File: src/hdl/assert_macros.svh
// ----------------------------------------------------------------------------
// assert_macros.svh
// concurrent assertion macros shared by the rtl
// ----------------------------------------------------------------------------
`ifndef ASSERT_MACROS_SVH
`define ASSERT_MACROS_SVH

`ifndef ASSERT_OFF

// same-cycle implication, checked out of reset
`define ASSERT_IMPL(lbl, clk, rst_n, ante, cons) \
    lbl: assert property (@(posedge clk) disable iff (!(rst_n)) (ante) |-> (cons)) \
        else $error("assertion failed");

// next-cycle implication, checked out of reset
`define ASSERT_NEXT(lbl, clk, rst_n, ante, cons) \
    lbl: assert property (@(posedge clk) disable iff (!(rst_n)) (ante) |=> (cons)) \
        else $error("assertion failed");

`else

`define ASSERT_IMPL(lbl, clk, rst_n, ante, cons)
`define ASSERT_NEXT(lbl, clk, rst_n, ante, cons)

`endif

`endif

File: src/hdl/dlr_pkg.sv
// ----------------------------------------------------------------------------
// dlr_pkg
// shared types and constants of the dda line rasteriser
// ----------------------------------------------------------------------------
package dlr_pkg;

    localparam int SCREEN_W_DEF  = 640;
    localparam int SCREEN_H_DEF  = 480;
    localparam int FRAC_BITS_DEF = 16;

    localparam int COORD_W = 12;
    localparam int DEPTH_W = 24;
    localparam int RED_W   = 8;
    // depth carries 8 fraction bits of its own
    localparam int DEPTH_FRAC = 8;

    localparam logic OP_START = 1'b0;
    localparam logic OP_STEP  = 1'b1;

    typedef enum logic [3:0] {
        S_IDLE = 4'b0001,
        S_DIV  = 4'b0010,
        S_ADD  = 4'b0100,
        S_OUT  = 4'b1000
    } t_state;

    typedef struct packed {
        logic load;
        logic none;
        logic last;
        logic shade;
    } t_out_ctrl;

endpackage

File: src/hdl/dda_line_rasterizer_top.sv
// ----------------------------------------------------------------------------
// dda_line_rasterizer_top
// dda line stepper with depth shading, bit-serial datapath
// ----------------------------------------------------------------------------
// A start transfer (opcode start) loads both endpoints, sets the step count to
// max(|dx|,|dy|), divides each of dx, dy and dz by it to get signed
// fixed-point increments and returns the first pixel. Each advance transfer
// adds the increments and returns the next pixel, with last set on the final
// one; an advance with no line active returns a result with valid_res low and
// all other fields zero. A start transfer is accepted, runs the three
// bit-serial restoring dividers, one quotient bit each per cycle, and then
// loads the output register. In an advance transfer the bit-serial
// accumulators add one bit per cycle across the FRAC_BITS+24 bit word.
// A zero-length start and an advance with no line active go straight to
// the output state. A new item is accepted while the previous result
// still waits in the output register. shade_by_depth is written through
// i_cfg_we/i_cfg_wdata; the user must write it only while the block is
// idle, as the block itself does not enforce this.
// ----------------------------------------------------------------------------
`include "assert_macros.svh"

module dda_line_rasterizer_top
    import dlr_pkg::*;
#(
    parameter int SCREEN_W  = SCREEN_W_DEF,
    parameter int SCREEN_H  = SCREEN_H_DEF,
    parameter int FRAC_BITS = FRAC_BITS_DEF
) (
    input  logic                      i_clk,
    input  logic                      i_rst_n,
    // configuration
    input  logic                      i_cfg_we,
    input  logic                      i_cfg_wdata,
    // input channel
    input  logic                      i_valid,
    output logic                      o_ready,
    input  logic                      i_opcode,
    input  logic signed [COORD_W-1:0] i_start_x,
    input  logic signed [COORD_W-1:0] i_start_y,
    input  logic signed [DEPTH_W-1:0] i_start_depth,
    input  logic signed [COORD_W-1:0] i_end_x,
    input  logic signed [COORD_W-1:0] i_end_y,
    input  logic signed [DEPTH_W-1:0] i_end_depth,
    // output channel
    output logic                      o_valid,
    input  logic                      i_ready,
    output logic                      o_valid_res,
    output logic signed [COORD_W-1:0] o_pixel_x,
    output logic signed [COORD_W-1:0] o_pixel_y,
    output logic                      o_visible,
    output logic        [RED_W-1:0]   o_red,
    output logic                      o_last
);

    // serial word: depth accumulator width, x and y ride sign-extended in it
    localparam int SW    = FRAC_BITS + DEPTH_W;
    localparam int CNT_W = $clog2(SW);
    localparam logic [CNT_W-1:0] CNT_LAST = CNT_W'(SW - 1);
    localparam int XPAD  = SW - COORD_W - FRAC_BITS;

    // control state
    t_state             r_state,      n_state;
    logic [CNT_W-1:0]   r_cnt,        n_cnt;
    logic [COORD_W-1:0] r_steps_left, n_steps_left;
    logic [COORD_W-1:0] r_steps,      n_steps;
    logic               r_start,      n_start;
    logic               r_none,       n_none;
    logic               r_last,       n_last;
    logic               r_shade;
    // increment signs, applied when the quotients are loaded
    logic               r_neg_x,      n_neg_x;
    logic               r_neg_y,      n_neg_y;
    logic               r_neg_z,      n_neg_z;

    // endpoint deltas
    logic [COORD_W:0]   w_dx;
    logic [COORD_W:0]   w_dy;
    logic [DEPTH_W:0]   w_dz;
    logic [COORD_W:0]   w_ax_full;
    logic [COORD_W:0]   w_ay_full;
    logic [DEPTH_W:0]   w_az_full;
    logic [COORD_W-1:0] w_ax;
    logic [COORD_W-1:0] w_ay;
    logic [DEPTH_W-1:0] w_az;
    logic [COORD_W-1:0] w_max;

    logic               w_in_xfer;
    logic               w_acc_load;
    logic               w_div_shift;
    logic               w_add_shift;
    logic               w_inc_load;
    logic               w_first;
    logic               w_out_free;
    t_out_ctrl          w_out_ctrl;

    logic [SW-1:0]      w_quo_x;
    logic [SW-1:0]      w_quo_y;
    logic [SW-1:0]      w_quo_z;
    logic [SW-1:0]      w_acc_x;
    logic [SW-1:0]      w_acc_y;
    logic [SW-1:0]      w_acc_z;

    assign o_ready   = (r_state == S_IDLE);
    assign w_in_xfer = i_valid && o_ready;

    // deltas and magnitudes, narrow parallel logic at accept time
    assign w_dx = {i_end_x[COORD_W-1], i_end_x} - {i_start_x[COORD_W-1], i_start_x};
    assign w_dy = {i_end_y[COORD_W-1], i_end_y} - {i_start_y[COORD_W-1], i_start_y};
    assign w_dz = {i_end_depth[DEPTH_W-1], i_end_depth}
                - {i_start_depth[DEPTH_W-1], i_start_depth};
    assign w_ax_full = w_dx[COORD_W] ? (~w_dx + 1'b1) : w_dx;
    assign w_ay_full = w_dy[COORD_W] ? (~w_dy + 1'b1) : w_dy;
    assign w_az_full = w_dz[DEPTH_W] ? (~w_dz + 1'b1) : w_dz;
    assign w_ax  = w_ax_full[COORD_W-1:0];
    assign w_ay  = w_ay_full[COORD_W-1:0];
    assign w_az  = w_az_full[DEPTH_W-1:0];
    assign w_max = (w_ax > w_ay) ? w_ax : w_ay;

    // datapath strobes
    assign w_acc_load  = w_in_xfer && (i_opcode == OP_START);
    assign w_div_shift = (r_state == S_DIV);
    assign w_add_shift = (r_state == S_ADD);
    assign w_first     = (r_cnt == '0);
    // quotients are settled once the divide pass is over
    assign w_inc_load  = (r_state == S_OUT) && r_start;

    assign w_out_ctrl.load  = (r_state == S_OUT) && w_out_free;
    assign w_out_ctrl.none  = r_none;
    assign w_out_ctrl.last  = r_last;
    assign w_out_ctrl.shade = r_shade;

    // sequencer
    always_comb begin
        n_state      = r_state;
        n_cnt        = r_cnt;
        n_steps_left = r_steps_left;
        n_steps      = r_steps;
        n_start      = r_start;
        n_none       = r_none;
        n_last       = r_last;
        n_neg_x      = r_neg_x;
        n_neg_y      = r_neg_y;
        n_neg_z      = r_neg_z;
        case (r_state)
            S_IDLE: begin
                if (w_in_xfer) begin
                    n_cnt = '0;
                    if (i_opcode == OP_START) begin
                        // a start drops any line in progress
                        n_start      = 1'b1;
                        n_none       = 1'b0;
                        n_steps      = w_max;
                        n_steps_left = w_max;
                        n_last       = (w_max == '0);
                        n_neg_x      = w_dx[COORD_W];
                        n_neg_y      = w_dy[COORD_W];
                        n_neg_z      = w_dz[DEPTH_W];
                        n_state      = (w_max == '0) ? S_OUT : S_DIV;
                    end else if (r_steps_left == '0) begin
                        // advance with no line active
                        n_start = 1'b0;
                        n_none  = 1'b1;
                        n_last  = 1'b0;
                        n_state = S_OUT;
                    end else begin
                        n_start      = 1'b0;
                        n_none       = 1'b0;
                        n_last       = (r_steps_left == COORD_W'(1));
                        n_steps_left = r_steps_left - 1'b1;
                        n_state      = S_ADD;
                    end
                end
            end
            S_DIV, S_ADD: begin
                n_cnt = r_cnt + 1'b1;
                if (r_cnt == CNT_LAST) begin
                    n_state = S_OUT;
                end
            end
            S_OUT: begin
                if (w_out_free) begin
                    n_state = S_IDLE;
                end
            end
            default: begin
                n_state = S_IDLE;
            end
        endcase
    end

    always_ff @(posedge i_clk) begin
        if (!i_rst_n) begin
            r_state      <= S_IDLE;
            r_cnt        <= '0;
            r_steps_left <= '0;
            r_start      <= 1'b0;
            r_none       <= 1'b0;
            r_last       <= 1'b0;
        end else begin
            r_state      <= n_state;
            r_cnt        <= n_cnt;
            r_steps_left <= n_steps_left;
            r_start      <= n_start;
            r_none       <= n_none;
            r_last       <= n_last;
        end
    end

    // payload side of the sequencer
    always_ff @(posedge i_clk) begin
        r_steps <= n_steps;
        r_neg_x <= n_neg_x;
        r_neg_y <= n_neg_y;
        r_neg_z <= n_neg_z;
    end

    // shade_by_depth register
    always_ff @(posedge i_clk) begin
        if (!i_rst_n) begin
            r_shade <= 1'b1;
        end else if (i_cfg_we) begin
            r_shade <= i_cfg_wdata;
        end
    end

    // increment dividers: (|delta| << FRAC_BITS) / steps
    dlr_serial_div #(.SW(SW)) u_div_x (
        .i_clk      (i_clk),
        .i_load     (w_acc_load),
        .i_shift    (w_div_shift),
        .i_dividend ({{XPAD{1'b0}}, w_ax, {FRAC_BITS{1'b0}}}),
        .i_divisor  (r_steps),
        .o_quotient (w_quo_x)
    );

    dlr_serial_div #(.SW(SW)) u_div_y (
        .i_clk      (i_clk),
        .i_load     (w_acc_load),
        .i_shift    (w_div_shift),
        .i_dividend ({{XPAD{1'b0}}, w_ay, {FRAC_BITS{1'b0}}}),
        .i_divisor  (r_steps),
        .o_quotient (w_quo_y)
    );

    dlr_serial_div #(.SW(SW)) u_div_z (
        .i_clk      (i_clk),
        .i_load     (w_acc_load),
        .i_shift    (w_div_shift),
        .i_dividend ({w_az, {FRAC_BITS{1'b0}}}),
        .i_divisor  (r_steps),
        .o_quotient (w_quo_z)
    );

    // accumulators, loaded with the start point scaled by FRAC_BITS
    dlr_serial_acc #(.SW(SW)) u_acc_x (
        .i_clk      (i_clk),
        .i_load_acc (w_acc_load),
        .i_acc_init ({{XPAD{i_start_x[COORD_W-1]}}, i_start_x, {FRAC_BITS{1'b0}}}),
        .i_load_inc (w_inc_load),
        .i_inc_mag  (w_quo_x),
        .i_inc_neg  (r_neg_x),
        .i_shift    (w_add_shift),
        .i_first    (w_first),
        .o_acc      (w_acc_x)
    );

    dlr_serial_acc #(.SW(SW)) u_acc_y (
        .i_clk      (i_clk),
        .i_load_acc (w_acc_load),
        .i_acc_init ({{XPAD{i_start_y[COORD_W-1]}}, i_start_y, {FRAC_BITS{1'b0}}}),
        .i_load_inc (w_inc_load),
        .i_inc_mag  (w_quo_y),
        .i_inc_neg  (r_neg_y),
        .i_shift    (w_add_shift),
        .i_first    (w_first),
        .o_acc      (w_acc_y)
    );

    dlr_serial_acc #(.SW(SW)) u_acc_z (
        .i_clk      (i_clk),
        .i_load_acc (w_acc_load),
        .i_acc_init ({i_start_depth, {FRAC_BITS{1'b0}}}),
        .i_load_inc (w_inc_load),
        .i_inc_mag  (w_quo_z),
        .i_inc_neg  (r_neg_z),
        .i_shift    (w_add_shift),
        .i_first    (w_first),
        .o_acc      (w_acc_z)
    );

    // rounding and output register
    dlr_out_stage #(
        .SCREEN_W  (SCREEN_W),
        .SCREEN_H  (SCREEN_H),
        .FRAC_BITS (FRAC_BITS),
        .SW        (SW)
    ) u_out (
        .i_clk       (i_clk),
        .i_rst_n     (i_rst_n),
        .i_ctrl      (w_out_ctrl),
        .i_acc_x     (w_acc_x),
        .i_acc_y     (w_acc_y),
        .i_acc_z     (w_acc_z),
        .i_ready     (i_ready),
        .o_free      (w_out_free),
        .o_valid     (o_valid),
        .o_valid_res (o_valid_res),
        .o_pixel_x   (o_pixel_x),
        .o_pixel_y   (o_pixel_y),
        .o_visible   (o_visible),
        .o_red       (o_red),
        .o_last      (o_last)
    );

    // a divide or add pass always ends in the output state
    `ASSERT_NEXT(a_pass_to_out, i_clk, i_rst_n, (r_state == S_DIV || r_state == S_ADD) && r_cnt == CNT_LAST, r_state == S_OUT)

    // an advance on an active line uses up exactly one step
    `ASSERT_NEXT(a_step_count, i_clk, i_rst_n, w_in_xfer && i_opcode == OP_STEP && r_steps_left != '0, r_steps_left == $past(r_steps_left) - COORD_W'(1))

    // the final pixel leaves no line active
    `ASSERT_IMPL(a_last_clears, i_clk, i_rst_n, w_out_ctrl.load && r_last, r_steps_left == '0)

    // a result is only loaded into a free output register
    `ASSERT_IMPL(a_out_free, i_clk, i_rst_n, w_out_ctrl.load, !o_valid || i_ready)

endmodule

File: src/hdl/dlr_serial_div.sv
// ----------------------------------------------------------------------------
// dlr_serial_div
// bit-serial restoring divider, one quotient bit per cycle while i_shift is high
// ----------------------------------------------------------------------------
module dlr_serial_div
    import dlr_pkg::*;
#(
    parameter int SW = FRAC_BITS_DEF + DEPTH_W
) (
    input  logic               i_clk,
    input  logic               i_load,
    input  logic               i_shift,
    input  logic [SW-1:0]      i_dividend,
    input  logic [COORD_W-1:0] i_divisor,
    output logic [SW-1:0]      o_quotient
);

    logic [COORD_W-1:0] r_rem;
    logic [SW-1:0]      r_quo;
    logic [COORD_W:0]   w_trial;
    logic [COORD_W:0]   w_diff;
    logic               w_ge;

    assign w_trial = {r_rem, r_quo[SW-1]};
    assign w_ge    = (w_trial >= {1'b0, i_divisor});
    assign w_diff  = w_trial - {1'b0, i_divisor};

    always_ff @(posedge i_clk) begin
        if (i_load) begin
            r_rem <= '0;
            r_quo <= i_dividend;
        end else if (i_shift) begin
            // remainder stays below the divisor, so 12 bits suffice
            r_rem <= w_ge ? w_diff[COORD_W-1:0] : w_trial[COORD_W-1:0];
            r_quo <= {r_quo[SW-2:0], w_ge};
        end
    end

    assign o_quotient = r_quo;

endmodule

File: src/hdl/dlr_serial_acc.sv
// ----------------------------------------------------------------------------
// dlr_serial_acc
// bit-serial accumulator: adds or subtracts a stored increment lsb first
// ----------------------------------------------------------------------------
module dlr_serial_acc
    import dlr_pkg::*;
#(
    parameter int SW = FRAC_BITS_DEF + DEPTH_W
) (
    input  logic          i_clk,
    input  logic          i_load_acc,
    input  logic [SW-1:0] i_acc_init,
    input  logic          i_load_inc,
    input  logic [SW-1:0] i_inc_mag,
    input  logic          i_inc_neg,
    input  logic          i_shift,
    input  logic          i_first,
    output logic [SW-1:0] o_acc
);

    logic [SW-1:0] r_acc;
    logic [SW-1:0] r_inc;
    logic          r_neg;
    logic          r_carry;
    logic          w_b;
    logic          w_cin;
    logic          w_sum;
    logic          w_cout;

    // subtraction as addition of the inverted magnitude with carry in
    assign w_b    = r_inc[0] ^ r_neg;
    assign w_cin  = i_first ? r_neg : r_carry;
    assign w_sum  = r_acc[0] ^ w_b ^ w_cin;
    assign w_cout = (r_acc[0] & w_b) | (r_acc[0] & w_cin) | (w_b & w_cin);

    always_ff @(posedge i_clk) begin
        if (i_load_acc) begin
            r_acc <= i_acc_init;
        end else if (i_shift) begin
            r_acc   <= {w_sum, r_acc[SW-1:1]};
            r_carry <= w_cout;
        end
        if (i_load_inc) begin
            r_inc <= i_inc_mag;
            r_neg <= i_inc_neg;
        end else if (i_shift) begin
            r_inc <= {r_inc[0], r_inc[SW-1:1]};
        end
    end

    assign o_acc = r_acc;

endmodule

File: src/hdl/dlr_out_stage.sv
// ----------------------------------------------------------------------------
// dlr_out_stage
// rounds the accumulators to a pixel and holds the result for transfer
// ----------------------------------------------------------------------------
module dlr_out_stage
    import dlr_pkg::*;
#(
    parameter int SCREEN_W  = SCREEN_W_DEF,
    parameter int SCREEN_H  = SCREEN_H_DEF,
    parameter int FRAC_BITS = FRAC_BITS_DEF,
    parameter int SW        = FRAC_BITS + DEPTH_W
) (
    input  logic               i_clk,
    input  logic               i_rst_n,
    input  t_out_ctrl          i_ctrl,
    input  logic [SW-1:0]      i_acc_x,
    input  logic [SW-1:0]      i_acc_y,
    input  logic [SW-1:0]      i_acc_z,
    input  logic               i_ready,
    output logic               o_free,
    output logic               o_valid,
    output logic               o_valid_res,
    output logic [COORD_W-1:0] o_pixel_x,
    output logic [COORD_W-1:0] o_pixel_y,
    output logic               o_visible,
    output logic [RED_W-1:0]   o_red,
    output logic               o_last
);

    localparam int XW = COORD_W + 1 + FRAC_BITS;
    localparam int ZF = FRAC_BITS + DEPTH_FRAC;
    localparam logic [XW-1:0] HALF = XW'(1) << (FRAC_BITS - 1);

    logic               r_valid;
    logic               r_valid_res;
    logic [COORD_W-1:0] r_pixel_x;
    logic [COORD_W-1:0] r_pixel_y;
    logic               r_visible;
    logic [RED_W-1:0]   r_red;
    logic               r_last;

    logic [XW-1:0]      w_sx;
    logic [XW-1:0]      w_sy;
    logic [COORD_W:0]   w_px;
    logic [COORD_W:0]   w_py;
    logic [RED_W-1:0]   w_zi;
    logic               w_vis;

    // truncation toward zero: floor plus one for a negative with a fraction
    assign w_sx = i_acc_x[XW-1:0] + HALF;
    assign w_sy = i_acc_y[XW-1:0] + HALF;
    assign w_px = w_sx[XW-1:FRAC_BITS]
                + (COORD_W+1)'(w_sx[XW-1] && (|w_sx[FRAC_BITS-1:0]));
    assign w_py = w_sy[XW-1:FRAC_BITS]
                + (COORD_W+1)'(w_sy[XW-1] && (|w_sy[FRAC_BITS-1:0]));
    assign w_zi = i_acc_z[ZF+RED_W-1:ZF]
                + RED_W'(i_acc_z[SW-1] && (|i_acc_z[ZF-1:0]));
    assign w_vis = !w_px[COORD_W] && (w_px < (COORD_W+1)'(SCREEN_W))
                && !w_py[COORD_W] && (w_py < (COORD_W+1)'(SCREEN_H));

    assign o_free = !r_valid || i_ready;

    always_ff @(posedge i_clk) begin
        if (!i_rst_n) begin
            r_valid <= 1'b0;
        end else if (i_ctrl.load) begin
            r_valid <= 1'b1;
        end else if (i_ready) begin
            r_valid <= 1'b0;
        end
    end

    always_ff @(posedge i_clk) begin
        if (i_ctrl.load) begin
            if (i_ctrl.none) begin
                r_valid_res <= 1'b0;
                r_pixel_x   <= '0;
                r_pixel_y   <= '0;
                r_visible   <= 1'b0;
                r_red       <= '0;
                r_last      <= 1'b0;
            end else begin
                r_valid_res <= 1'b1;
                r_pixel_x   <= w_px[COORD_W-1:0];
                r_pixel_y   <= w_py[COORD_W-1:0];
                r_visible   <= w_vis;
                r_red       <= i_ctrl.shade ? w_zi : '0;
                r_last      <= i_ctrl.last;
            end
        end
    end

    assign o_valid     = r_valid;
    assign o_valid_res = r_valid_res;
    assign o_pixel_x   = r_pixel_x;
    assign o_pixel_y   = r_pixel_y;
    assign o_visible   = r_visible;
    assign o_red       = r_red;
    assign o_last      = r_last;

endmodule
File: config.mk
export PLATFORM = sky130hd
export DESIGN_NAME = dda_line_rasterizer_top
export DESIGN_NICKNAME = d
export VERILOG_FILES = /design/src/hdl/dlr_pkg.sv /design/src/hdl/dda_line_rasterizer_top.sv /design/src/hdl/dlr_serial_div.sv /design/src/hdl/dlr_serial_acc.sv /design/src/hdl/dlr_out_stage.sv
export VERILOG_INCLUDE_DIRS = /design/src /design/src/hdl
export SDC_FILE = /design/constraint.sdc
export NUM_CORES = 1
export LEC_CHECK = 0
export BUFFER_PORTS_ARGS = -buffer_cell sky130_fd_sc_hd__buf_2
export CAP_MARGIN = 30
export CORE_ASPECT_RATIO = 0.9
export CORE_MARGIN = 4
export CORE_UTILIZATION = 40
export DETAILED_ROUTE_END_ITERATION = 8
export PLACE_DENSITY_LB_ADDON = 0.25
export SYNTH_ARGS = -nofsm -noshare
export SYNTH_HDL_FRONTEND = slang
export SYNTH_HIERARCHICAL = 1
export SYNTH_SLANG_ARGS = --single-unit
File: constraint.sdc
create_clock -name i_clk -period 6.3 [get_ports i_clk]
set_clock_uncertainty 0.05 [all_clocks]
set_input_delay 1.575 -clock i_clk [delete_from_list [all_inputs] [get_ports i_clk]]
set_output_delay 1.575 -clock i_clk [all_outputs]
set_load 0.05 [all_outputs]
**After elaboration in Yosys (flattened, before gate mapping)**

Index checks and enable logic that the tools add are counted.

- Register bits after elaboration: 479
- Latch bits: 0
- Bits in writable memories: 0
- ROM bits: 0
- Input port bits: 103
- Output and inout bits: 37
- Word-level logic and storage cells: 184
- Memories kept: 0

- $add $sub $neg: 16
- Multipliers: 0
- Divide/modulo/power cells: 0
- Order comparisons: 6
- Equal/unequal tests: 10
- Shifts and indexed selects: 0
- Muxes and demuxes: 47
- Bitwise gates (word level): 30
- Reductions and logical operators: 33

Operators with widths:

| operator | count |
|---|---|
| $mux W40 | 14 |
| $mux W28 | 4 |
| $mux W12 | 8 |
| $add A29 B16 Y29 const B | 2 |
| $ge A13 B12 Y1 | 3 |
| $sub A12 B12 Y12 | 3 |
| $reduce_or A16 Y1 | 2 |
| $add A13 B1 Y13 | 2 |
| $sub A12 B12 Y13 | 2 |
| $sub A24 B24 Y25 | 1 |
| $add A12 B1 Y12 const B | 2 |
| $add A24 B1 Y24 const B | 1 |
| $logic_not A12 Y1 | 2 |
| $mux W24 | 1 |
| $mux W4 | 6 |
| $not A12 Y12 | 2 |
| $not A24 Y24 | 1 |
| $reduce_or A24 Y1 | 1 |
| $lt A13 B10 Y1 const B | 1 |
| $lt A13 B9 Y1 const B | 1 |
| $eq A12 B1 Y1 const B | 1 |
| $gt A12 B12 Y1 | 1 |
| $pmux W4 S3 | 1 |
| $pmux W6 S2 | 1 |
| 24 further kinds | 79 |

**Logic depth before layout (Yosys ltp)**

Gate-level depths: netlist (run 1).

- Depth after elaboration: 11
- Mapped depth: 23
- Gate-level depth less buffers: 21

**Hierarchy**

Netlist (run 1), hierarchy kept.

Modules (own cells, without submodules):

| module | times used | cells an instance | area each (sq um) | seq. area each (sq um) |
|---|---|---|---|---|
| dlr_serial_acc | 3 | 181 | 3846.2 | 2462.4 |
| dda_line_rasterizer_top | 1 | 906 | 6844.1 | 970.9 |
| dlr_serial_div (u_div_x ...) | 2 | 249 | 2940.3 | 1441.4 |
| dlr_out_stage | 1 | 317 | 2955.3 | 1071.0 |
| dlr_serial_div (u_div_z) | 1 | 246 | 2917.8 | 1441.4 |

**Least setup slack after synthesis (run 1)**

No wires, ideal clock.

- Path kind: input to register
- Start: input i_end_x[0]
- End: register r_state[1]
- Library setup time: 0.116 ns
- Arrival time: 6.191 ns
- Required time: 6.134 ns
- Slack: -0.057 ns
- Stages: 21
- Path buffers: 1
- Cell sequence: inv_1 -> ha_1 -> fa_1 -> nand2b_1 -> a21oi_1 -> xor2_1 -> nor4b_4 -> nand3_1 -> o31a_1 -> o31a_1 -> or2_2 -> ha_1 -> nand4_1 -> or3_2 -> o31a_1 -> buf_1 -> o21ai_0 -> nand2_1 -> nor4_2 -> o211ai_1 -> a31o_1

- Word-level cells in the longest chain between the ends: 11

Ends and longest elaborated chain:

| item | RTL line | source |
|---|---|---|
| start, declared | dda_line_rasterizer_top.sv:41 | `input logic signed [COORD_W-1:0] i_end_x,` |
| $sub A12 B12 Y13 (*) | dda_line_rasterizer_top.sv:107 | `assign w_dx = {i_end_x[COORD_W-1], i_end_x} - {i_start_x[COORD_W-1], i_start_x};` |
| $not A12 Y12 | dda_line_rasterizer_top.sv:111 | `assign w_ax_full = w_dx[COORD_W] ? (~w_dx + 1'b1) : w_dx;` |
| $add A12 B1 Y12 | dda_line_rasterizer_top.sv:111 |  |
| $mux W12 (*) | dda_line_rasterizer_top.sv:111 |  |
| named net w_ax_full[11] | dda_line_rasterizer_top.sv:79 | `logic [COORD_W:0] w_ax_full;` |
| $gt A12 B12 Y1 | dda_line_rasterizer_top.sv:117 | `assign w_max = (w_ax > w_ay) ? w_ax : w_ay;` |
| $mux W12 (*) | dda_line_rasterizer_top.sv:117 |  |
| $logic_not A12 Y1 (*) | dda_line_rasterizer_top.sv:158 | `n_state = (w_max == '0) ? S_OUT : S_DIV;` |
| $mux W4 (*) | dda_line_rasterizer_top.sv:158 |  |
| $mux W4 (*) | dda_line_rasterizer_top.sv:148 | `if (i_opcode == OP_START) begin` |
| $mux W4 (*) | dda_line_rasterizer_top.sv:146 | `if (w_in_xfer) begin` |
| $pmux W4 S3 (*) | dda_line_rasterizer_top.sv:144 | `case (r_state)` |
| end signal, assigned | dda_line_rasterizer_top.sv:200 | `r_state <= n_state;` |
| end, declared | dda_line_rasterizer_top.sv:62 | `t_state r_state, n_state;` |

The timed path passes the listed nets; every way through them passes the cells marked *. The select of a mux whose other input is x is not followed.
A chain may end at the register's enable or synchronous reset.

**Worst setup path in the final report (run 1)**

- Start: input i_start_x[0]
- End: register r_state[1]

- Word-level cells in the longest chain between the ends: 11

Ends and longest elaborated chain:

| item | RTL line | source |
|---|---|---|
| start, declared | dda_line_rasterizer_top.sv:38 | `input logic signed [COORD_W-1:0] i_start_x,` |
| $sub A12 B12 Y13 (*) | dda_line_rasterizer_top.sv:107 |  |
| $not A12 Y12 | dda_line_rasterizer_top.sv:111 |  |
| $add A12 B1 Y12 | dda_line_rasterizer_top.sv:111 |  |
| $mux W12 (*) | dda_line_rasterizer_top.sv:111 |  |
| named net w_ax_full[11] | dda_line_rasterizer_top.sv:79 |  |
| $gt A12 B12 Y1 | dda_line_rasterizer_top.sv:117 |  |
| $mux W12 (*) | dda_line_rasterizer_top.sv:117 |  |
| $logic_not A12 Y1 (*) | dda_line_rasterizer_top.sv:158 |  |
| $mux W4 (*) | dda_line_rasterizer_top.sv:158 |  |
| $mux W4 (*) | dda_line_rasterizer_top.sv:148 |  |
| $mux W4 (*) | dda_line_rasterizer_top.sv:146 |  |
| $pmux W4 S3 (*) | dda_line_rasterizer_top.sv:144 |  |

Marked as above.

==> results by stage, run 1 <==
Logic synthesis:
- The post-synthesis register bit count is 479.
- After synthesis, the most frequently instantiated cells are sky130_fd_sc_hd__edfxtp_1 (416), sky130_fd_sc_hd__mux2_4 (225), sky130_fd_sc_hd__inv_1 (168).
- The post-synthesis async set-or-reset flop share is 0%.
- After synthesis, the cell types taking the most area are sky130_fd_sc_hd__edfxtp_1 (41%), sky130_fd_sc_hd__mux2_4 (11%), sky130_fd_sc_hd__mux2_2 (5.1%).
- The cell count after synthesis is 2510.
- The number of enable-type register cells in the synthesized netlist is 416.
- The cell with the most instances after synthesis is sky130_fd_sc_hd__edfxtp_1.
- The synthesized area is around 30000 um^2.
- The synthesized design devotes to its leading area cell type 41.45% of total area.
- Of the synthesized area, sequential elements account for a little under half.
- In the synthesized netlist the dominant register cell turns out to be sky130_fd_sc_hd__edfxtp_1.
- During synthesis, Yosys emitted a total of 6 warnings.
- The number of library cell types mapped by synthesis is 126.
- A synthesized cell averages roughly 12 um^2.
- Summed over all instances, the cell type with the most area after synthesis is sky130_fd_sc_hd__edfxtp_1.

Place:
- In this run the cell area measured after placement is 32420 um^2.
- The count of port buffers added during placement is 139.
- Detailed placement finished with a half-perimeter wire length of 47.49 mm.
- Routability-driven placement finished with a final weighted congestion of 0.9228.

Timing:
- For the pin with the worst max-slew slack, the measured transition is 0.9734 ns.
- The number of endpoints with negative hold slack in the final report is 0.
- The max-slew violation count is 0.
- The clock period could shrink to roughly 6 ns.
- In this run the tightest slew margin relative to its limit is 35.11%.
- The final setup TNS is 0 ns.
- The number of failing setup endpoints in the final timing report is 0.
- The share of the clock period used by the worst path is 95.31%.
- The highest clock frequency the design can meet is approximately 170 MHz.

Pwr:
- Net switching is 33.47% of the power.
- The net load switching power is 4249 uW.
- The worst-case IR drop observed on VDD is 235.8 uV.
- Sequential cells account for roughly 38% of the total power.
- The proportion of power drawn by the clock network is 26.8%.
- The power density over the cells is 368.6 nW/um^2.
- Of the total power, combinational logic draws 35.6%.
- The cell leakage power is 0.01331 uW.
- The internal power is 8446 uW.

Clocking:
- The number of sinks handled by clock tree synthesis is ~480.
- The clock latency at the later pin of the worst-skew pair is 0.60 ns.
- The root buffer cell chosen for the clock tree is sky130_fd_sc_hd__clkbuf_16.
- The total CTS buffers is ~50.
- Gates resized during post-CTS repair numbered 0.
- For this design, the CTS-stage hold fixing added 0 buffers.
- The clock transition at the register clock pins on the worst setup and hold paths after CTS is 0.06 ns.
- TritonCTS built the clock tree.
- No sink is reached through more buffers than the 3 on the longest clock path.
- The number of post-CTS setup repair buffers is 0.
- CTS built an H-tree with a depth of 2.

Setup path:
- The critical-path cell with the highest stage delay is sky130_fd_sc_hd__fa_1.
- Data on the critical path is required at its endpoint by a little under 7 ns.
- Among cell families on the critical path, the largest total delay comes from compound AO/OA/AOI/OAI gates.
- Together, buffers and inverters on the worst path number 3.
- The arrival time of the worst setup path is ~6.5 ns.
- The library cell appearing most often on the critical path is sky130_fd_sc_hd__o31a_1.
- Walking the worst path, the cells encountered are buf_2 > ha_1 > fa_1 > nor2b_1 > o31ai_1 > a21o_2 > a221oi_2 > nand3_1 > o31a_1 > o31a_1 > or2_2 > ha_1 > nand4_1 > buf_4 > a211oi_2 > o31a_1 > buf_4 > nand3b_1 > o31ai_1 > nand2_1 > nor4_4 > o211ai_1 > a31o_1.
- For this run, the slowest stage of the critical path takes approximately 0.43 ns.
- The worst setup path is of the in -> reg kind.
- The top fanout value on the critical path is 7.
- STA classifies the critical path startpoint as an input pin.
- The worst setup path is captured at a flop.

Floorplan:
- In this run the standard cell core region covers 74650 um^2.
- The initialized floorplan defines 95 standard-cell rows.
- The die height is 268.4 um.
- The full die area is 79800 um^2.
- The die is just under 300 um wide.
- The starting utilization of the core area is 40.37%.
- The number of top-level pins is 140.

Global routing:
- Entering global routing, the biggest net connects 98 pins.
- Global routing finished with a remaining overflow of 0.
- In the global route stage, overall resource usage came out at between 15 and 20%.
- The initial antenna violation count was 2.
- The via count of the first global-routing pass is 20218.
- The first-pass GRT wire length is between 100 and 150 mm.

Routing:
- The first-pass iteration count of the detailed router is 7.
- The detail-routed net length per standard cell is approximately 18 um.
- The total DRC errors in the routed layout is 0.
- In this run the remaining antenna-violating nets after routing total 0.
- The detailed router finished its first iteration with between 1000 and 1500 violations.
- The routed design has 68.22 mm of wire.
- Dividing the detail-routed via count by the number of cells gives roughly 5.3.
- Detailed routing inserted a total of 20330 vias.

Final layout:
- The finished cells cover about 34000 um^2.
- After filler insertion, the fill cell instance count of the layout stands at 6838.
- The number of nets in the layout is 3032.
- In the final layout, flip-flops and latches occupy 13750 um^2.
- Summing all multi-input logic gate instances after layout gives around 15000 um^2.
- The proportion of layout cells with a drive suffix above 1 is 28.13%.
- The growth of design area from synthesis to finish is 14.29%.

Status:
- The run finished with clean final reports.

Worst hold path:
- The class of the most critical hold timing path is reg -> reg.

Job:
- Max-cap violations in this run came to 0.
## power by group through the flow
stage / registers, uW / clock network (uW) / logic (uW)
floorplan: 4720 / 0 / 3420
global placement: 4820 / 0 / 4330
detailed placement: 4840 / 0 / 4440
CTS: 4780 / 3500 / 4480
global route: 4850 / 3630 / 4960
finish: 4770 / 3400 / 4520
## per-stage QoR
step | util [%] | total power (uW) | hold WS [ns] | setup WS (ns) | cells
after CTS | 45.95 | 12760 | 0.3819 | 0.3448 | 3815
after floorplan | - | 8142 | 0.3503 | 0.01550 | 2629
after global placement | 43.35 | 9158 | 0.3536 | -0.1176 | 3717
after global routing | 46.14 | 13440 | 0.3839 | -0.04978 | 3821
final | 46.14 | 12690 | 0.3794 | 0.2954 | 3822
after detailed placement | 43.43 | 9284 | 0.3615 | -0.2693 | 3720
## kinds of logic after synthesis
family,after synthesis,share of synthesized area (%)
buffers and inverters,281,5.024
adders and majority gates,120,5.206
and+or+nand+nor,652,11.48
AOI/OAI and AO/OA,457,11.61
DFF,479,45.64
xor gates and xnor gates,138,4.036
muxes,382,16.99
other,1,0.01244
## sequential cells by signal, indices dropped and copies added (netlist names), 4 cells and up
register and flops:
r_steps_left 12, u_acc_z/r_inc 40, u_div_z/r_rem 12, u_div_y/o_quotient 40, u_div_x/r_rem 12, u_acc_x/r_inc 40
r_cnt 6, u_acc_z/o_acc 40, u_div_x/o_quotient 40, u_out/o_pixel_y 12, u_out/o_red 8, r_steps 12
u_acc_y/r_inc 40, u_acc_y/o_acc 40, u_div_y/r_rem 12, r_state 4, u_div_z/o_quotient 40, u_out/o_pixel_x 12
u_acc_x/o_acc 40
## cells in the final DEF (no fill, tap or decap), drive strengths merged, types with 12 or more instances in the layout
cell type | netlist | routed
a211oi | 31 | 31
a21boi | 12 | 12
a21o | 24 | 24
a21oi | 106 | 106
a311oi | 19 | 19
a31oi | 14 | 14
a41oi | 13 | 13
and2 | 16 | 16
buf | 54 | 239
bufinv | 0 | 13
clkbuf | 57 | 58
clkinv | 1 | 20
conb | 1 | 120
dfxtp | 63 | 63
edfxtp | 416 | 416
ha | 111 | 111
inv | 168 | 173
mux2 | 362 | 362
mux2i | 20 | 20
nand2 | 132 | 132
nand2b | 26 | 26
nand3 | 72 | 72
nand4 | 19 | 19
nor2 | 164 | 164
nor2b | 26 | 26
nor3 | 48 | 48
nor3b | 12 | 12
nor4 | 30 | 30
o21a | 22 | 22
o21ai | 75 | 75
o31ai | 21 | 21
or2 | 22 | 22
or3 | 23 | 23
xnor2 | 94 | 94
xor2 | 44 | 44
## path summary, 6_finish.rpt
kind                                    to  cells after the start  slack (ns)                   startpoint
max                r_state[1]$_SDFFE_PN0P_                     23        0.30                 i_start_x[0]
max reg2reg  u_out/o_visible$_SDFFCE_PP0P_                     11        2.10  u_acc_x/o_acc[18]$_DFFE_PP_
min reg2reg        u_acc_z/r_neg$_DFFE_PP_                      0        0.38            r_neg_z$_DFFE_PP_
min                u_acc_z/r_neg$_DFFE_PP_                      0        0.38            r_neg_z$_DFFE_PP_
## routing by layer
metal  vias to the layer above  global-route usage, %  wire [um]
met5                         -                      0          0
met4                         0                  4.047       1318
met3                        91                  2.755       3411
met2                       414                  27.01      30920
met1                      9953                  23.20      32560
li1                       9872                      -          -
## layout make-up
cell class | instances | share of cell area, %
Inverter | 169 | 1.842
Clock buffer | 58 | 3.840
Tap cell | 970 | 3.524
Clock inverter | 37 | 1.631
Timing Repair Buffer | 239 | 4.635
Multi-Input combinational cell | 1869 | 44.59
Antenna cell | 1 | 0.007265
Sequential cell | 479 | 39.93
Note: power is estimated with default switching activity, not from simulation.
==> run 2: changes to the inputs <==
==> constraint.sdc (replaced) <==
create_clock -name i_clk -period 5.7 [get_ports i_clk]
set_clock_uncertainty 0.05 [all_clocks]
set_input_delay 1.425 -clock i_clk [delete_from_list [all_inputs] [get_ports i_clk]]
set_output_delay 1.425 -clock i_clk [all_outputs]
set_load 0.05 [all_outputs]
==> results by stage, run 2 (synthesis gave the netlist of run 1 again) <==
Status:
- Result of the run: complete, no violations (unchanged).

Final layout:
- The fraction of the core area covered by cells at the end of the flow came to 47.03% (was 46.14%).
- The proportion of layout cells with a drive suffix above 1 was 30.97% (was 28.13%).
- The most common cell after layout, fill and taps aside is sky130_fd_sc_hd__edfxtp_1 (unchanged).
- The combined flip-flop and latch cell area is 13750 um^2 (unchanged).
- Most used cells in the layout excluding fill and tap cells: sky130_fd_sc_hd__edfxtp_1 (416), sky130_fd_sc_hd__mux2_4 (225), sky130_fd_sc_hd__buf_4 (173), sky130_fd_sc_hd__inv_1 (167), sky130_fd_sc_hd__nor2_1 (163) (was sky130_fd_sc_hd__edfxtp_1 (416), sky130_fd_sc_hd__mux2_4 (225), sky130_fd_sc_hd__inv_1 (168), sky130_fd_sc_hd__nor2_1 (163), sky130_fd_sc_hd__buf_2 (139)).
- The growth of design area from synthesis to finish is 16.49% (was 14.29%).
- The final cell area excluding filler cells is 35100 um^2 (was 34440 um^2).
- The number of nets in the layout is 3115 (was 3032).
- The number of filler cells placed in the layout came to 6786 (was 6838).
- The area of the multi-input gates is 15550 um^2 (was 15360 um^2).

Clocking:
- The clock transition at the register clock pins on the worst setup and hold paths after CTS is 0.06 ns (about the same).
- The TritonCTS clock tree is yes (unchanged).
- The number of H-tree levels is 2 (unchanged).
- The library cell used as clock root buffer was sky130_fd_sc_hd__clkbuf_16 (unchanged).
- The number of post-CTS setup repair buffers is 0 (unchanged).
- The maximum buffer depth of the clock tree came to 3 (unchanged).
- The clock latency at the later pin of the worst-skew pair is 0.61 ns (was 0.60 ns).
- The number of sinks handled by clock tree synthesis is 479 (unchanged).
- The total CTS buffers is 51 (unchanged).

Place:
- The post-detailed-placement cell area is 33140 um^2 (was 32420 um^2).
- The count of port buffers added during placement is 139 (unchanged).
- The routability congestion estimate from global placement is 0.8742 (was 0.9228).
- The HPWL after detailed placement is 48.56 mm (was 47.49 mm).

Timing:
- The final critical path takes up 96.99% of the cycle.
- Counting I/O delays and the setup requirement, the final critical path takes 5.529 ns.
- The slew of the pin with the lowest slew margin was 0.9645 ns (was 0.9734 ns).
- The highest clock frequency the design can meet is between 150 and 200 MHz.
- The max-slew violation count was 0 (unchanged).
- The number of endpoints with negative hold slack in the final report is 0 (unchanged).
- The max-slew headroom at the worst pin is 35.46% (was 35.11%).
- The number of failing setup endpoints in the final timing report is 0 (unchanged).

Floorplan:
- The die width is 297.3 um (unchanged).
- The area inside the core boundary is 74650 um^2 (unchanged).
- The row count is 95 (unchanged).
- The full die area came to 79800 um^2 (unchanged).
- The die height is 268.4 um (unchanged).
- The starting utilization of the core area is 40.37% (unchanged).
- The number of top-level pins is 140 (unchanged).

Setup path:
- The kind of start point of the critical path is an input pin (unchanged).
- The required time at the endpoint of the critical path was 6.15 ns (was 6.75 ns).
- The top fanout value on the critical path is 5 (was 7).
- The arrival time of the worst setup path was 5.98 ns (was 6.45 ns).
- The classification of the worst setup path is in -> reg (unchanged).
- The sort of element at the end of the critical path is a flop (unchanged).
- The worst-case reg-to-reg path depth was 11 (unchanged).

Routing:
- The detail-routed net length per standard cell is 17.65 um (was 17.85 um).
- The total number of vias came to 20614 (was 20330).
- The number of routed nets with antenna violations is 0 (unchanged).
- The detailed-route wire length is 68.98 mm (was 68.22 mm).
- The total DRC errors in the routed layout is 0 (unchanged).
- The first-pass iteration count of the detailed router is 5 (was 7).
- The detailed-route vias per instance is 5.275 (was 5.319).
- The iteration-0 DRC count of the detailed router was 1298 (was 1321).

Global routing:
- The first-pass GRT wire length came to 111.6 mm (was 109.6 mm).
- The global-route total usage across every layer is 16.88% (was 16.56%).
- The initial antenna violation count is 3 (was 2).
- The via count of the first global-routing pass was 20928 (was 20218).
- The largest net degree at the start of global routing is 107 (was 98).
- The total overflow reported by the global router was 0 (unchanged).

Pwr:
- The sequential share of power was 37.7% (was 37.6%).
- The net load switching power is 4730 uW (was 4249 uW).
- The proportion of power drawn by the clock network was 24.9% (was 26.8%).
- The fraction of power spent switching nets was 33.86% (was 33.47%).
- The internal power is 9242 uW (was 8446 uW).
- The power density over the cells came to 398.0 nW/um^2 (was 368.6 nW/um^2).
- The maximum vdd ir drop is 222.9 uV (was 235.8 uV).
- The cell leakage power came to 0.01367 uW (was 0.01331 uW).
- The portion of total power attributed to combinational logic is 37.4% (was 35.6%).

Worst hold path:
- The class of the most critical hold timing path is reg -> reg (unchanged).
- The worst hold path cell count is 0 (unchanged).

Job:
- The number of max-capacitance violations reported was 0 (unchanged).
[run 2: cell types whose count changed in the layout (fill, tap and decap cells not counted), moves of 4 or more]
cell / previous run / this run
sky130_fd_sc_hd__xor2_1: 44 / 40
sky130_fd_sc_hd__xor2_2: 0 / 4
sky130_fd_sc_hd__bufinv_16: 13 / 6
sky130_fd_sc_hd__clkbuf_1: 5 / 14
sky130_fd_sc_hd__clkinv_1: 8 / 4
sky130_fd_sc_hd__buf_4: 88 / 173
[run 2: layout make-up]
| type | count | share of cell area [%] |
|---|---|---|
| Inverter | 169 | 1.814 |
| Sequential cell | 479 | 39.18 |
| Clock buffer | 71 | 4.052 |
| Antenna cell | 3 | 0.02139 |
| Tap cell | 970 | 3.457 |
| Multi-Input combinational cell | 1869 | 44.30 |
| Clock inverter | 25 | 0.9267 |
| Timing Repair Buffer | 322 | 6.252 |
[run 2: routing by layer]
metal / vias to the layer above / global-route usage, % / share of wire (%) / wire (um)
li1: 10034 / - / - / -
met4: 0 / 4.754 / 2.5 / 1714
met5: - / 0 / 0 / 0
met2: 390 / 27.66 / 45 / 31180
met3: 102 / 2.415 / 3.9 / 2723
met1: 10088 / 23.54 / 48 / 33360
[run 2: final timing paths]
kind	startpoint	endpoint	slack (ns)
min reg2reg	r_neg_y$_DFFE_PP_	u_acc_y/r_neg$_DFFE_PP_	0.37
max	i_start_y[0]	r_state[1]$_SDFFE_PN0P_	0.17
max reg2reg	u_acc_x/o_acc[18]$_DFFE_PP_	u_out/o_visible$_SDFFCE_PP0P_	1.53
min	r_neg_y$_DFFE_PP_	u_acc_y/r_neg$_DFFE_PP_	0.37
[run 2: power groups by stage]
| stage | Combinational (uW) | Sequential [uW] | Clock [uW] |
|---|---|---|---|
| floorplan | 3830 | 5210 | 0 |
| global placement | 5010 | 5330 | 0 |
| detailed placement | 5130 | 5350 | 0 |
| CTS | 5160 | 5280 | 3600 |
| global route | 5710 | 5350 | 3760 |
| finish | 5220 | 5270 | 3480 |
[run 2: worst max-delay path, cell delays in order]
cell and delay [ns]:
sky130_fd_sc_hd__buf_2 0.11, sky130_fd_sc_hd__ha_1 0.24, sky130_fd_sc_hd__fa_2 0.36, sky130_fd_sc_hd__nand2b_4 0.16
sky130_fd_sc_hd__a211o_1 0.34, sky130_fd_sc_hd__a21boi_1 0.18, sky130_fd_sc_hd__o21ai_1 0.14, sky130_fd_sc_hd__nor4_2 0.39
sky130_fd_sc_hd__buf_4 0.18, sky130_fd_sc_hd__a21o_1 0.09, sky130_fd_sc_hd__xor2_1 0.19, sky130_fd_sc_hd__ha_1 0.27
sky130_fd_sc_hd__nand3_1 0.09, sky130_fd_sc_hd__nand2_1 0.05, sky130_fd_sc_hd__a21o_2 0.23, sky130_fd_sc_hd__o31a_1 0.38
sky130_fd_sc_hd__buf_4 0.19, sky130_fd_sc_hd__o32a_4 0.32, sky130_fd_sc_hd__nor4_4 0.32, sky130_fd_sc_hd__o211ai_1 0.14
sky130_fd_sc_hd__a31o_1 0.19
[run 2: per-stage QoR]
step | total power, uW | cells | setup slack, ns | setup TNS, ns | hold WS [ns]
floorplan | 9041 | 2629 | -0.03561 | -0.03561 | 0.3503
global placement | 10340 | 3802 | -0.3660 | -5.385 | 0.3520
detailed placement | 10480 | 3804 | -0.5230 | -9.029 | 0.3545
CTS | 14050 | 3900 | 0.1245 | 0 | 0.3688
global route | 14830 | 3906 | -0.000003997 | -0.000003997 | 0.3795
finish | 13970 | 3908 | 0.1715 | 0 | 0.3689
[run 2: timing repair]
action,in CTS,in global routing
gates resized for setup,0,24
endpoints found under the setup margin,0,15
hold buffers,0,0
==> run 3: changes to the inputs <==
--- a/config.mk
+++ b/config.mk
@@ -7,7 +7,6 @@
 export NUM_CORES = 1
 export LEC_CHECK = 0
 export BUFFER_PORTS_ARGS = -buffer_cell sky130_fd_sc_hd__buf_2
-export CAP_MARGIN = 30
 export CORE_ASPECT_RATIO = 0.9
 export CORE_MARGIN = 4
 export CORE_UTILIZATION = 40
==> constraint.sdc (replaced) <==
create_clock -name i_clk -period 5.55 [get_ports i_clk]
set_clock_uncertainty 0.05 [all_clocks]
set_input_delay 1.3875 -clock i_clk [delete_from_list [all_inputs] [get_ports i_clk]]
set_output_delay 1.3875 -clock i_clk [all_outputs]
set_load 0.05 [all_outputs]
==> results by stage, run 3 (synthesis gave the netlist of run 1 again) <==
Clocking:
- The number of sinks handled by clock tree synthesis is 479 (unchanged).
- The TritonCTS clock tree was yes (unchanged).
- The library cell used as clock root buffer is sky130_fd_sc_hd__clkbuf_16 (unchanged).
- The clock latency at the later pin of the worst-skew pair is 0.61 ns (about the same).
- The number of H-tree levels is 2 (unchanged).
- The maximum buffer depth of the clock tree is 3 (unchanged).
- The total of hold buffers inserted after clock tree synthesis came to 0 (unchanged).
- The total CTS buffers was 51 (unchanged).
- The clock transition at the register clock pins on the worst setup and hold paths after CTS is 0.06 ns (about the same).

Global routing:
- The global-route total usage across every layer is 16.63% (was 16.88%).
- The initial antenna violation count came to 3 (unchanged).
- The first-pass GRT wire length is 110.3 mm (was 111.6 mm).
- The largest net degree at the start of global routing is 89 (was 107).
- The via count of the first global-routing pass came to 20754 (was 20928).
- The total overflow reported by the global router is 0 (unchanged).

Timing:
- The max-slew headroom at the worst pin came to 31.12% (was 35.46%).
- The slack of the critical path is 0.1387 ns (was 0.1715 ns).
- Based on the critical path, the design can be clocked at up to about 180 MHz.
- The slew of the pin with the lowest slew margin is 1.033 ns (was 0.9645 ns).
- The clock period could shrink to 5.411 ns.
- The number of failing setup endpoints in the final timing report is 0 (unchanged).
- The worst path uses 97.50% of the clock period.
- The smallest hold slack came to 0.3708 ns (was 0.3689 ns).
- The max-slew violation count was 0 (unchanged).
- The number of endpoints with negative hold slack in the final report was 0 (unchanged).

Worst hold path:
- The worst hold path cell count is 0 (unchanged).
- The worst hold path startpoint was r_neg_x$_DFFE_PP_ (was r_neg_y$_DFFE_PP_).
- The class of the most critical hold timing path is reg -> reg (unchanged).
- The endpoint of the worst hold path was u_acc_x/r_neg$_DFFE_PP_ (was u_acc_y/r_neg$_DFFE_PP_).

Setup path:
- The required time at the endpoint of the critical path was 5.96 ns (was 6.15 ns).
- The slack of the worst reg-to-reg path came to 1.33 ns (was 1.53 ns).
- The worst-case reg-to-reg path depth is 11 (unchanged).
- The kind of start point of the critical path is an input pin (unchanged).
- The worst flop-to-flop path endpoint is u_out/o_visible$_SDFFCE_PP0P_ (unchanged).
- The arrival time of the worst setup path is 5.82 ns (was 5.98 ns).
- The startpoint of the worst setup timing path is i_start_x[2] (was i_start_y[0]).
- The top fanout value on the critical path is 5 (unchanged).
- The classification of the worst setup path is in -> reg (unchanged).
- The sort of element at the end of the critical path is a flop (unchanged).
- The startpoint of the most critical register-to-register path was u_acc_x/o_acc[18]$_DFFE_PP_ (unchanged).

Routing:
- The detail-routed net length per standard cell is 17.44 um (was 17.65 um).
- The number of routed nets with antenna violations is 0 (unchanged).
- The total DRC errors in the routed layout was 0 (unchanged).
- The iteration-0 DRC count of the detailed router came to 1447 (was 1298).
- The first-pass iteration count of the detailed router is 5 (unchanged).
- The detailed-route vias per instance is 5.310 (was 5.275).
- The total number of vias is 20764 (was 20614).
- The detailed-route wire length is 68.19 mm (was 68.98 mm).

Pwr:
- The maximum vdd ir drop is 243.1 uV (was 222.9 uV).
- The power density over the cells is 400.8 nW/um^2 (was 398.0 nW/um^2).
- The cell leakage power is 0.01361 uW (was 0.01367 uW).

Place:
- The count of port buffers added during placement is 139 (unchanged).
- The post-placement setup slack was -0.5959 ns (was -0.5230 ns).
- The HPWL after detailed placement is 47.85 mm (was 48.56 mm).
- The routability congestion estimate from global placement was 0.8863 (was 0.8742).

Final layout:
- The growth of design area from synthesis to finish is 16.30% (was 16.49%).
- The proportion of layout cells with a drive suffix above 1 is 31.79% (was 30.97%).
- The number of nets in the layout came to 3122 (was 3115).
- The number of filler cells placed in the layout is 6787 (was 6786).
- Most used cells in the layout excluding fill and tap cells: sky130_fd_sc_hd__edfxtp_1 (416), sky130_fd_sc_hd__mux2_4 (225), sky130_fd_sc_hd__buf_4 (188), sky130_fd_sc_hd__inv_1 (167), sky130_fd_sc_hd__nor2_1 (163) (was sky130_fd_sc_hd__edfxtp_1 (416), sky130_fd_sc_hd__mux2_4 (225), sky130_fd_sc_hd__buf_4 (173), sky130_fd_sc_hd__inv_1 (167), sky130_fd_sc_hd__nor2_1 (163)).
- The most common cell after layout, fill and taps aside was sky130_fd_sc_hd__edfxtp_1 (unchanged).

Job:
- The number of max-capacitance violations reported is 0 (unchanged).

Floorplan:
- The die width is 297.3 um (unchanged).
- The die height was 268.4 um (unchanged).
- The area inside the core boundary came to 74650 um^2 (unchanged).
- The starting utilization of the core area is 40.37% (unchanged).
- The row count is 95 (unchanged).
- The full die area was 79800 um^2 (unchanged).
- The number of top-level pins is 140 (unchanged).

Status:
- Result of the run: complete, no violations (unchanged).
run 3: cell count changes in the layout (fill, tap and decap cells not counted), moves of 7 or more:
| cell | previous run | this run |
|---|---|---|
| sky130_fd_sc_hd__buf_4 | 173 | 188 |
| sky130_fd_sc_hd__clkbuf_1 | 14 | 6 |
| sky130_fd_sc_hd__clkinv_1 | 4 | 12 |
| sky130_fd_sc_hd__buf_12 | 10 | 3 |
| sky130_fd_sc_hd__clkinvlp_4 | 1 | 8 |
run 3: critical path, cell delays in order:
cell and delay (ns):
sky130_fd_sc_hd__buf_2 0.09, sky130_fd_sc_hd__inv_1 0.05, sky130_fd_sc_hd__ha_1 0.22, sky130_fd_sc_hd__or2_1 0.26
sky130_fd_sc_hd__o2111a_1 0.26, sky130_fd_sc_hd__a211oi_2 0.29, sky130_fd_sc_hd__nor4b_4 0.29, sky130_fd_sc_hd__nand3_2 0.14
sky130_fd_sc_hd__o31a_1 0.28, sky130_fd_sc_hd__o31a_1 0.27, sky130_fd_sc_hd__or2_4 0.26, sky130_fd_sc_hd__ha_4 0.27
sky130_fd_sc_hd__nand4_1 0.14, sky130_fd_sc_hd__a211oi_2 0.27, sky130_fd_sc_hd__o31a_1 0.31, sky130_fd_sc_hd__buf_4 0.16
sky130_fd_sc_hd__buf_4 0.12, sky130_fd_sc_hd__mux2_2 0.37, sky130_fd_sc_hd__a21oi_1 0.15, sky130_fd_sc_hd__a2bb2oi_1 0.18
sky130_fd_sc_hd__nor2_1 0.05
run 3: area by class of cell:
| cell class | count | area (um^2) | area share (%) |
|---|---|---|---|
| well taps | 970 | 1214 | 3.463 |
| inverters | 169 | 646.9 | 1.846 |
| multi-input cells | 1869 | 15690 | 44.77 |
| diodes | 2 | 5.005 | 0.01428 |
| flip-flops and latches | 479 | 13750 | 39.24 |
| clock buffers | 57 | 1299 | 3.705 |
| repair buffers | 329 | 2162 | 6.169 |
| clock inverters | 35 | 279.0 | 0.7961 |
run 3: metrics by stage:
step | std cells | total power (uW) | util, % | area [um^2] | TNS, ns
finish | 3910 | 14050 | 46.95 | 35050 | 0
global route | 3908 | 14910 | 46.95 | 35040 | -0.2180
CTS | 3901 | 14070 | 46.55 | 34740 | 0
detailed placement | 3809 | 10720 | 44.43 | 33170 | -10.78
global placement | 3809 | 10600 | 44.43 | 33170 | -8.120
floorplan | 2629 | 9286 | - | 30710 | -0.3277
run 3: power by group:
part | internal (uW) | switching [uW]
registers | 4950 | 477
clock network | 1750 | 1510
logic | 2470 | 2890
run 3: what timing repair did:
| item | in CTS | in global routing |
|---|---|---|
| setup buffers | 0 | 7 |
| gates resized for setup | 0 | 53 |
| setup endpoints to repair | 0 | 23 |
| hold endpoints to repair | 0 | 0 |
run 3: routing by layer:
metal / share of wire, % / global-route usage [%] / vias up / wire, um
met2: 45 / 26.87 / 432 / 30590
met3: 4.1 / 2.537 / 111 / 2794
met5: 0.010 / 0 / - / 7
met1: 48 / 23.18 / 10175 / 32920
li1: - / - / 10044 / -
met4: 2.8 / 5.199 / 2 / 1886
run 3: how the worst max path moves through the flow:
stage                                   endpoint  slack [ns]  depth (start not counted)
floorplan                r_state[1]$_SDFFE_PN0P_       -0.14                         20
global placement             r_last$_SDFFE_PN0P_       -0.46                         22
detailed placement           r_last$_SDFFE_PN0P_       -0.60                         22
CTS                          r_last$_SDFFE_PN0P_        0.04                         22
global route             r_state[1]$_SDFFE_PN0P_       -0.07                         22
finish              r_steps_left[6]$_SDFFE_PN0P_        0.14                         21
